--- src/rtl/gsr_pkg.sv ---
// gsr_pkg: shared types and constants for the gptp sync receive block
`default_nettype none

package gsr_pkg;

  // message kind carried with each input transaction
  typedef enum logic [1:0] {
    CMD_TICK      = 2'd0,
    CMD_SYNC      = 2'd1,
    CMD_FOLLOW_UP = 2'd2
  } cmd_t;

  // configuration register indexes
  localparam int unsigned CFG_IDX_W = 3;
  typedef enum logic [CFG_IDX_W-1:0] {
    REG_PORT_OPER       = 3'd0,
    REG_PORT_ENABLED    = 3'd1,
    REG_AS_CAPABLE      = 3'd2,
    REG_ASYMMETRY_MODE  = 3'd3,
    REG_BEGIN_FORCE     = 3'd4,
    REG_INSTANCE_ENABLE = 3'd5,
    REG_MEAN_LINK_DELAY = 3'd6,
    REG_FU_TIMEOUT      = 3'd7
  } cfg_reg_t;

  localparam int unsigned CFG_DATA_W = 64;

  // one second in 2^-16 ns units
  localparam logic [63:0] FU_TIMEOUT_RESET = 64'd65536000000000;

  // receive state machine, one-hot
  typedef enum logic [2:0] {
    ST_DISCARD   = 3'b001,
    ST_WAIT_FU   = 3'b010,
    ST_WAIT_SYNC = 3'b100
  } state_t;

  // single-bit configuration flags
  typedef struct packed {
    logic port_oper;
    logic port_enabled;
    logic as_capable;
    logic asymmetry_mode;
    logic begin_force;
    logic instance_enable;
  } cfg_flags_t;

  // input transaction
  typedef struct packed {
    logic [1:0]         cmd;
    logic [63:0]        now;
    logic [15:0]        seq_id;
    logic [63:0]        correction;
    logic [63:0]        ingress_time;
    logic [63:0]        clock_identity;
    logic [15:0]        source_port;
    logic signed [7:0]  log_interval;
    logic [7:0]         domain;
    logic [47:0]        origin_seconds;
    logic [29:0]        origin_nanoseconds;
    logic [15:0]        gm_base_indicator;
  } in_item_t;

  // result transaction
  typedef struct packed {
    logic [63:0]        total_correction;
    logic [63:0]        upstream_tx_time;
    logic [63:0]        out_clock_identity;
    logic [15:0]        out_source_port;
    logic signed [7:0]  out_log_interval;
    logic [7:0]         out_domain;
    logic [47:0]        out_origin_seconds;
    logic [29:0]        out_origin_nanoseconds;
    logic [15:0]        out_gm_base_indicator;
  } out_item_t;

endpackage

`default_nettype wire

--- src/rtl/gptp_sync_receive_fsm.sv ---
// gptp_sync_receive_fsm: two-step gptp sync receive, top level
//
//  channel  direction  handshake             payload
//  in       input      in_valid / in_ready   in_data (gsr_pkg::in_item_t)
//  out      output     out_valid / out_ready out_data (gsr_pkg::out_item_t)
//  cfg      input      cfg_we                cfg_index, cfg_wdata
//
// one transaction per cycle unless the output stalls; a record is valid once its input
// transaction passes the input register, then settling logic into the result register
// the core's settling path is one time add, a deadline compare and a sequence match
// reset is synchronous: state machine in discard, configuration registers at defaults
// a stalled output holds the core and input register; if full, ready follows the slot
`default_nettype none

module gptp_sync_receive_fsm #(
  parameter int unsigned TIME_BITS = 64
) (
  input  wire logic                                clk,
  input  wire logic                                rst,
  input  wire logic                                in_valid,
  output logic                                     in_ready,
  input  wire gsr_pkg::in_item_t                   in_data,
  output logic                                     out_valid,
  input  wire logic                                out_ready,
  output gsr_pkg::out_item_t                       out_data,
  input  wire logic                                cfg_we,
  input  wire logic [gsr_pkg::CFG_IDX_W-1:0]       cfg_index,
  input  wire logic [gsr_pkg::CFG_DATA_W-1:0]      cfg_wdata
);
  import gsr_pkg::*;

  cfg_flags_t           flags;
  logic [TIME_BITS-1:0] mean_link_delay;
  logic [TIME_BITS-1:0] follow_up_timeout;

  logic      item_valid;
  in_item_t  item;
  logic      slot_free;
  logic      core_fire;
  logic      res_valid;
  out_item_t res_data;

  // configuration registers
  always_ff @(posedge clk) begin
    if (rst) begin
      flags.port_oper       <= 1'b0;
      flags.port_enabled    <= 1'b0;
      flags.as_capable      <= 1'b0;
      flags.asymmetry_mode  <= 1'b0;
      flags.begin_force     <= 1'b0;
      flags.instance_enable <= 1'b1;
      mean_link_delay       <= '0;
      follow_up_timeout     <= FU_TIMEOUT_RESET[TIME_BITS-1:0];
    end else if (cfg_we) begin
      case (cfg_index)
        REG_PORT_OPER:       flags.port_oper       <= cfg_wdata[0];
        REG_PORT_ENABLED:    flags.port_enabled    <= cfg_wdata[0];
        REG_AS_CAPABLE:      flags.as_capable      <= cfg_wdata[0];
        REG_ASYMMETRY_MODE:  flags.asymmetry_mode  <= cfg_wdata[0];
        REG_BEGIN_FORCE:     flags.begin_force     <= cfg_wdata[0];
        REG_INSTANCE_ENABLE: flags.instance_enable <= cfg_wdata[0];
        REG_MEAN_LINK_DELAY: mean_link_delay       <= cfg_wdata[TIME_BITS-1:0];
        REG_FU_TIMEOUT:      follow_up_timeout     <= cfg_wdata[TIME_BITS-1:0];
        default:             ;
      endcase
    end
  end

  // input register
  gsr_in_reg u_in_reg (
    .clk        (clk),
    .rst        (rst),
    .in_valid   (in_valid),
    .in_ready   (in_ready),
    .in_data    (in_data),
    .take       (slot_free),
    .item_valid (item_valid),
    .item       (item)
  );

  assign core_fire = item_valid && slot_free;

  // settling logic and message state
  gsr_core #(
    .TIME_BITS (TIME_BITS)
  ) u_core (
    .clk               (clk),
    .rst               (rst),
    .fire              (core_fire),
    .item              (item),
    .flags             (flags),
    .mean_link_delay   (mean_link_delay),
    .follow_up_timeout (follow_up_timeout),
    .res_valid         (res_valid),
    .res_data          (res_data)
  );

  // result register
  gsr_out_reg u_out_reg (
    .clk       (clk),
    .rst       (rst),
    .load      (res_valid),
    .load_data (res_data),
    .out_valid (out_valid),
    .out_ready (out_ready),
    .out_data  (out_data),
    .free      (slot_free)
  );

  // an empty result slot never blocks the input side
  a_ready_when_empty: assert property (@(posedge clk) disable iff (rst)
    !out_valid |-> in_ready)
    else $error("input stalled with an empty result slot");

  // a new record only follows a transaction leaving the input register
  a_record_has_source: assert property (@(posedge clk) disable iff (rst)
    $rose(out_valid) |-> $past(core_fire))
    else $error("record produced without a transaction");

  // forced discard never produces a record
  a_no_record_in_begin: assert property (@(posedge clk) disable iff (rst)
    (core_fire && flags.begin_force) |-> !res_valid)
    else $error("record produced while begin is forced");

endmodule

`default_nettype wire

--- src/rtl/gsr_in_reg.sv ---
// gsr_in_reg: input register stage holding one transaction for the core
`default_nettype none

module gsr_in_reg (
  input  wire logic             clk,
  input  wire logic             rst,
  input  wire logic             in_valid,
  output logic                  in_ready,
  input  wire gsr_pkg::in_item_t in_data,
  input  wire logic             take,
  output logic                  item_valid,
  output gsr_pkg::in_item_t     item
);
  import gsr_pkg::*;

  // free when empty or when the held transaction moves on this cycle
  assign in_ready = !item_valid || take;

  // valid flag
  always_ff @(posedge clk) begin
    if (rst) begin
      item_valid <= 1'b0;
    end else if (in_valid && in_ready) begin
      item_valid <= 1'b1;
    end else if (take) begin
      item_valid <= 1'b0;
    end
  end

  // payload
  always_ff @(posedge clk) begin
    if (in_valid && in_ready) begin
      item <= in_data;
    end
  end

endmodule

`default_nettype wire

--- src/rtl/gsr_core.sv ---
// gsr_core: message latches, settling state machine and record assembly
`default_nettype none

module gsr_core #(
  parameter int unsigned TIME_BITS = 64
) (
  input  wire logic               clk,
  input  wire logic               rst,
  input  wire logic               fire,
  input  wire gsr_pkg::in_item_t  item,
  input  wire gsr_pkg::cfg_flags_t flags,
  input  wire logic [TIME_BITS-1:0] mean_link_delay,
  input  wire logic [TIME_BITS-1:0] follow_up_timeout,
  output logic                    res_valid,
  output gsr_pkg::out_item_t      res_data
);
  import gsr_pkg::*;

  // control state
  state_t state, state_next;
  logic   sync_pending, sync_pending_next;
  logic   followup_pending, followup_pending_next;

  // latched message fields
  logic [15:0]          sync_seq, sync_seq_next;
  logic [63:0]          sync_corr, sync_corr_next;
  logic [TIME_BITS-1:0] sync_ingress, sync_ingress_next;
  logic [63:0]          sync_clock_id, sync_clock_id_next;
  logic [15:0]          sync_port, sync_port_next;
  logic signed [7:0]    sync_log_interval, sync_log_interval_next;
  logic [7:0]           sync_domain, sync_domain_next;
  logic [15:0]          fu_seq, fu_seq_next;
  logic [63:0]          fu_correction, fu_correction_next;
  logic [47:0]          fu_origin_sec, fu_origin_sec_next;
  logic [29:0]          fu_origin_ns, fu_origin_ns_next;
  logic [15:0]          fu_gm_indicator, fu_gm_indicator_next;
  logic [TIME_BITS-1:0] timeout_deadline, timeout_deadline_next;

  logic [TIME_BITS-1:0] now_t;
  logic [TIME_BITS-1:0] rearm_deadline;
  logic [TIME_BITS-1:0] deadline_eff;
  logic [TIME_BITS-1:0] upstream;
  logic                 sync_in;
  logic                 fu_in;
  logic                 port_valid;
  logic                 abort;
  logic                 enter_wait_fu;
  logic                 eval_wait_fu;
  logic                 seq_match;
  logic                 timed_out;
  logic                 emit;

  assign now_t = item.now[TIME_BITS-1:0];

  // decode message kind, reserved code acts as a tick
  always_comb begin
    sync_in = 1'b0;
    fu_in   = 1'b0;
    case (item.cmd)
      CMD_SYNC:      sync_in = 1'b1;
      CMD_FOLLOW_UP: fu_in   = 1'b1;
      default:       ;
    endcase
  end

  // latch the incoming message ahead of settling
  always_comb begin
    sync_seq_next          = sync_seq;
    sync_corr_next         = sync_corr;
    sync_ingress_next      = sync_ingress;
    sync_clock_id_next     = sync_clock_id;
    sync_port_next         = sync_port;
    sync_log_interval_next = sync_log_interval;
    sync_domain_next       = sync_domain;
    fu_seq_next            = fu_seq;
    fu_correction_next     = fu_correction;
    fu_origin_sec_next     = fu_origin_sec;
    fu_origin_ns_next      = fu_origin_ns;
    fu_gm_indicator_next   = fu_gm_indicator;
    if (sync_in) begin
      sync_seq_next          = item.seq_id;
      sync_corr_next         = item.correction;
      sync_ingress_next      = item.ingress_time[TIME_BITS-1:0];
      sync_clock_id_next     = item.clock_identity;
      sync_port_next         = item.source_port;
      sync_log_interval_next = item.log_interval;
      sync_domain_next       = item.domain;
    end
    if (fu_in) begin
      fu_seq_next          = item.seq_id;
      fu_correction_next   = item.correction;
      fu_origin_sec_next   = item.origin_seconds;
      fu_origin_ns_next    = item.origin_nanoseconds;
      fu_gm_indicator_next = item.gm_base_indicator;
    end
  end

  // settled transition for one transaction
  logic sync_flag;
  logic fu_flag;
  assign sync_flag  = sync_pending || sync_in;
  assign fu_flag    = followup_pending || fu_in;
  assign port_valid = flags.port_oper && flags.port_enabled && flags.as_capable;
  assign abort      = flags.begin_force || !flags.instance_enable ||
                      (sync_flag && !port_valid);

  // a sync pending here implies a valid port, else the abort path is taken
  assign enter_wait_fu  = !abort && sync_flag &&
                          ((state == ST_WAIT_FU) || !flags.asymmetry_mode);
  assign eval_wait_fu   = !abort && (enter_wait_fu || (state == ST_WAIT_FU));
  assign rearm_deadline = now_t + follow_up_timeout;
  assign deadline_eff   = enter_wait_fu ? rearm_deadline : timeout_deadline;
  assign seq_match      = fu_flag && (fu_seq_next == sync_seq_next);
  assign timed_out      = (now_t >= deadline_eff) && !flags.asymmetry_mode;
  assign emit           = eval_wait_fu && seq_match;

  always_comb begin
    state_next            = state;
    sync_pending_next     = sync_flag;
    followup_pending_next = fu_flag;
    timeout_deadline_next = deadline_eff;
    if (abort) begin
      state_next            = ST_DISCARD;
      sync_pending_next     = 1'b0;
      followup_pending_next = 1'b0;
    end else if (eval_wait_fu) begin
      sync_pending_next = 1'b0;
      if (seq_match) begin
        state_next            = ST_WAIT_SYNC;
        followup_pending_next = 1'b0;
      end else if (timed_out) begin
        state_next            = ST_DISCARD;
        followup_pending_next = 1'b0;
      end else begin
        state_next = ST_WAIT_FU;
      end
    end
  end

  // control registers
  always_ff @(posedge clk) begin
    if (rst) begin
      state            <= ST_DISCARD;
      sync_pending     <= 1'b0;
      followup_pending <= 1'b0;
    end else if (fire) begin
      state            <= state_next;
      sync_pending     <= sync_pending_next;
      followup_pending <= followup_pending_next;
    end
  end

  // message field registers
  always_ff @(posedge clk) begin
    if (fire) begin
      sync_seq          <= sync_seq_next;
      sync_corr         <= sync_corr_next;
      sync_ingress      <= sync_ingress_next;
      sync_clock_id     <= sync_clock_id_next;
      sync_port         <= sync_port_next;
      sync_log_interval <= sync_log_interval_next;
      sync_domain       <= sync_domain_next;
      fu_seq            <= fu_seq_next;
      fu_correction     <= fu_correction_next;
      fu_origin_sec     <= fu_origin_sec_next;
      fu_origin_ns      <= fu_origin_ns_next;
      fu_gm_indicator   <= fu_gm_indicator_next;
      timeout_deadline  <= timeout_deadline_next;
    end
  end

  // record built from the freshly latched fields
  assign upstream  = sync_ingress_next - mean_link_delay;
  assign res_valid = fire && emit;

  always_comb begin
    res_data.total_correction       = sync_corr_next + fu_correction_next;
    res_data.upstream_tx_time       = 64'(upstream);
    res_data.out_clock_identity     = sync_clock_id_next;
    res_data.out_source_port        = sync_port_next;
    res_data.out_log_interval       = sync_log_interval_next;
    res_data.out_domain             = sync_domain_next;
    res_data.out_origin_seconds     = fu_origin_sec_next;
    res_data.out_origin_nanoseconds = fu_origin_ns_next;
    res_data.out_gm_base_indicator  = fu_gm_indicator_next;
  end

endmodule

`default_nettype wire

--- src/rtl/gsr_out_reg.sv ---
// gsr_out_reg: result register holding one record until taken
`default_nettype none

module gsr_out_reg (
  input  wire logic               clk,
  input  wire logic               rst,
  input  wire logic               load,
  input  wire gsr_pkg::out_item_t load_data,
  output logic                    out_valid,
  input  wire logic               out_ready,
  output gsr_pkg::out_item_t      out_data,
  output logic                    free
);
  import gsr_pkg::*;

  // slot can take a record when empty or emptied this cycle
  assign free = !out_valid || out_ready;

  // valid flag
  always_ff @(posedge clk) begin
    if (rst) begin
      out_valid <= 1'b0;
    end else if (load) begin
      out_valid <= 1'b1;
    end else if (out_ready) begin
      out_valid <= 1'b0;
    end
  end

  // payload
  always_ff @(posedge clk) begin
    if (load) begin
      out_data <= load_data;
    end
  end

endmodule

`default_nettype wire
--- config.mk ---
export PLATFORM = sky130hd
export DESIGN_NAME = gptp_sync_receive_fsm
export DESIGN_NICKNAME = d
export VERILOG_FILES = /design/src/rtl/gsr_pkg.sv /design/src/rtl/gptp_sync_receive_fsm.sv /design/src/rtl/gsr_in_reg.sv /design/src/rtl/gsr_core.sv /design/src/rtl/gsr_out_reg.sv
export SDC_FILE = /design/constraint.sdc
export NUM_CORES = 2
export LEC_CHECK = 0
export CAP_MARGIN = 30
export CORE_UTILIZATION = 44
export DETAILED_ROUTE_END_ITERATION = 8
export DONT_BUFFER_PORTS = 1
export PLACE_DENSITY_LB_ADDON = 0.15
export SLEW_MARGIN = 20
export SYNTH_ARGS = -nofsm -noshare
export SYNTH_HDL_FRONTEND = slang
export SYNTH_SLANG_ARGS = --single-unit
export TNS_END_PERCENT = 20
--- constraint.sdc ---
create_clock -name clk -period 16.4 [get_ports clk]
set_clock_uncertainty 0.05 [all_clocks]
set_input_delay 0.82 -clock clk [delete_from_list [all_inputs] [get_ports clk]]
set_output_delay 0.82 -clock clk [all_outputs]
set_load 0.02 [all_outputs]
==> out/qor.csv <==
metric;value;unit
Avg Inst Size Synth;11.4;µm²
Netlist cell types;91;
post-synthesis mux area share;0.0115;
Seq cells post-synth;1337;
Peak Freq;155;MHz
Post-CTS Repair Setup Buffers;0;
Psw;2200;µW
PostCTS Resize Cnt;0;
Die X;371;µm
Top cell by count, worst path;a21o_1;
Critical Path AT;7.04;ns
GP Congestion;0.908;
DRC;0;
Largest stage delay, worst path;0.58;ns
WS Path Type;reg2reg;
area leader, netlist;edfxtp_1;
overall die height;371;µm
Ys Warns;0;
fin area;66800;µm²
Synth Area in Adders;0.0538;
grt total ovfl;0;
final hold vios;0;
Die ar.;138000;µm²
met2 Resource Use GR;0.363;
area of placed instances;61900;µm²
Clock Latency Late Sink;0.78;ns
Initial DRC Count;3536;
largest net degree at the start of global routing;163;
power density over the cells;126;nW/µm²
sequential power share;0.476;
routed vias;39000;
dpl cells;6863;
post-synth net total;5982;
Initial Utilization;0.443;
VDD IR-drop max;91.6;µV
post-layout minimum cycle time;6.44;ns
input/output buffers;0;
Switching Share;0.260;
Synth Flop Type;edfxtp_1;
aggregate global-route resource usage;0.236;
Simple-Gate Fraction of Synth Area;0.145;
CTS tree;yes;
Cell Area, Synth;60000;µm²
CTS Hold Bufs;0;
top-level I/O count;792;
setup TNS;0;ns
CP cell instances;nor2b_4 -> buf_4 -> nor2_1 -> a31oi_1 -> nor3b_1 -> and2_4 -> buf_4 -> buf_4 -> nand2_1 -> nand2_1 -> inv_1 -> ha_1 -> a21o_1 -> a21o_1 -> a21o_1 -> a21o_1 -> a21o_1 -> a31oi_1 -> a21oi_1 -> o21ai_0 -> a31oi_1 -> a2111oi_0;
Routed WL;168;mm
first-pass GRT wire length;244;mm
Internal;6250;µW
asr flop ratio synth;0;
layout cells sized above 1;0.0568;
Most Used Layer, Global Route;met2;
crit start category;flop;
DR WL/cell;23.4;µm
Post-synth EDFFs;1196;
Compound-Gate Fraction of Synth Area;0.0916;
ANT nets after route;0;
Sink Count;1337;
path category of the worst min-delay check;in2reg;
Post-Synth XOR/XNOR Area;0.0281;
Slowest cell on crit path;o21ai_0;
status;complete, no violations;
largest family of logic cells by synthesized area;simple AND/OR/NAND/NOR gates;
initial antenna violation count;55;
setup ws final;9.96;ns
synth top area cells;edfxtp_1, nand2_1, ha_1;
LEAKAGE;0.0257;µW
fin nets;5959;
DP Worst Slack;9.89;ns
Synth top area share;0.599;
unrepaired setup endpoints after global routing;false;
Setup crit end kind;flop;
H-Tree Depth;4;
Vias per Instance;5.45;
total clock buffers created by CTS;146;
Comb pwr share;0.130;
std cell rows;135;
sequential cell area fraction in the yosys report;0.646;
Bufs and invs on worst path;4;
final std cells w/o fill;7154;
DRT Pass-1 Iters;6;
Core ar.;135000;µm²
Root Buffer;clkbuf_16;
Post-Synthesis Cells;5254;
GR Layer Usage met3;0.0622;
max-slew violation count;0;
vias in the first global route;37000;
Max transition margin;0.0989;
Max Cap Violations;0;
Worst-Margin Slew;1.35;ns
Data required, critical path;17.00;ns
Synth-to-Final Area Change;11.4;%
Tcrit/Tclk final;0.393;
clock share of power;0.394;
final core occ;0.494;
Clock Tree Buf Depth;3;
CP max FO;50;
delay-heaviest family, CP;compound AO/OA/AOI/OAI gates;
clock-pin slew on the worst setup and hold paths;0.06;ns
# fillers;12000;
dpl hpwl;120;mm
met1 Use GR;0.328;
setup violators final;0;
## final cells by class
class                           instances  area [µm²]  area share
Timing Repair Buffer                   34         398     0.00595
Clock buffer                          174        3780      0.0566
Antenna cell                           21        52.6    0.000786
Sequential cell                      1337       38700       0.580
Clock inverter                         95        1100      0.0165
Inverter                              184         706      0.0106
Tap cell                             1781        2230      0.0333
Multi-Input combinational cell       3528       19800       0.297
## per-stage QoR
step	power (µW)	hold WS [ns]
floorplan	4910	0.386
global placement	5170	0.388
detailed placement	5180	0.391
CTS	8530	0.0221
global route	8800	0.0228
finish	8450	0.0806
## power by group through the flow
stage	registers, µW	clock network (µW)	logic [µW]
finish	4020	3330	1100
global route	4030	3530	1230
CTS	4020	3410	1100
detailed placement	4090	0	1090
global placement	4090	0	1080
floorplan	4100	0	813
## sequential cells by signal, summed over array words and instances (netlist names), 30 cells and up
register / cells
u_core.sync_clock_id: 64
u_out_reg.out_data: 318
follow_up_timeout: 64
u_in_reg.item: 400
mean_link_delay: 64
u_core.fu_correction: 64
u_core.fu_origin_ns: 30
u_core.timeout_deadline: 64
u_core.fu_origin_sec: 48
u_core.sync_corr: 64
u_core.sync_ingress: 64
## kinds of logic (layout without fill, tap and decap cells)
group,count (synthesis),count (layout)
buf+inv,389,487
mux,67,67
flops,1337,1337
xor+xnor,191,191
simple gates,2126,2126
other cells,0,21
fa+ha+maj,256,256
compound gates,888,888
## placed cells by master (no fill, tap or decap), types with 21 or more instances in the layout
cell,synthesis,layout
clkinv_1,0,31
nor3_1,31,31
edfxtp_1,1196,1196
clkinv_2,0,24
nand4_1,47,47
o21bai_1,50,50
clkbuf_16,0,147
nand2b_1,25,23
and3_1,32,32
nor2_1,131,129
dfxtp_1,141,141
xnor2_1,119,119
a21o_1,113,113
o31ai_1,24,24
nand3_1,43,43
a21oi_1,389,389
diode_2,0,21
buf_4,1,25
nand2_1,1714,1714
mux2i_1,52,52
clkbuf_1,173,27
a31oi_1,30,30
xor2_1,71,71
inv_1,184,182
o21ai_0,134,134
ha_1,253,253
## Yosys cell counts (15+ instances only)
cell	instances
o31ai_1	24
inv_1	184
a21o_1	113
xor2_1	71
a21oi_1	389
nand3b_1	19
nor2_1	131
nand2b_1	25
nand3_1	43
edfxtp_1	1196
nor3_1	31
buf_2	17
dfxtp_1	141
nand4_1	47
nand2_1	1714
xnor2_1	119
a31oi_1	30
and3_1	32
o21ai_0	134
mux2_2	15
clkbuf_1	173
mux2i_1	52
ha_1	253
o21a_1	17
and2_1	16
o21bai_1	50
nor2b_1	21
## routing by layer
layer,up-vias,part of all wire,wire length [µm]
met5,-,0.00086,145
met4,22,0.026,4300
met3,262,0.073,12200
met2,1230,0.45,75300
met1,18900,0.45,75800
li1,18600,-,-
## final timing paths
path	to	startpoint	depth (start not counted)	slack, ns
min	u_in_reg.item[3]$_DFFE_PP_	in_data[3]	0	0.08
min reg2reg	mean_link_delay[14]$_SDFFE_PP0P_	mean_link_delay[14]$_SDFFE_PP0P_	2	0.40
max	u_core.followup_pending$_SDFFE_PP0P_	u_in_reg.item[398]$_DFFE_PP_	22	9.96
max reg2reg	u_core.followup_pending$_SDFFE_PP0P_	u_in_reg.item[398]$_DFFE_PP_	22	9.96
Power figures use the tool's default switching activity.
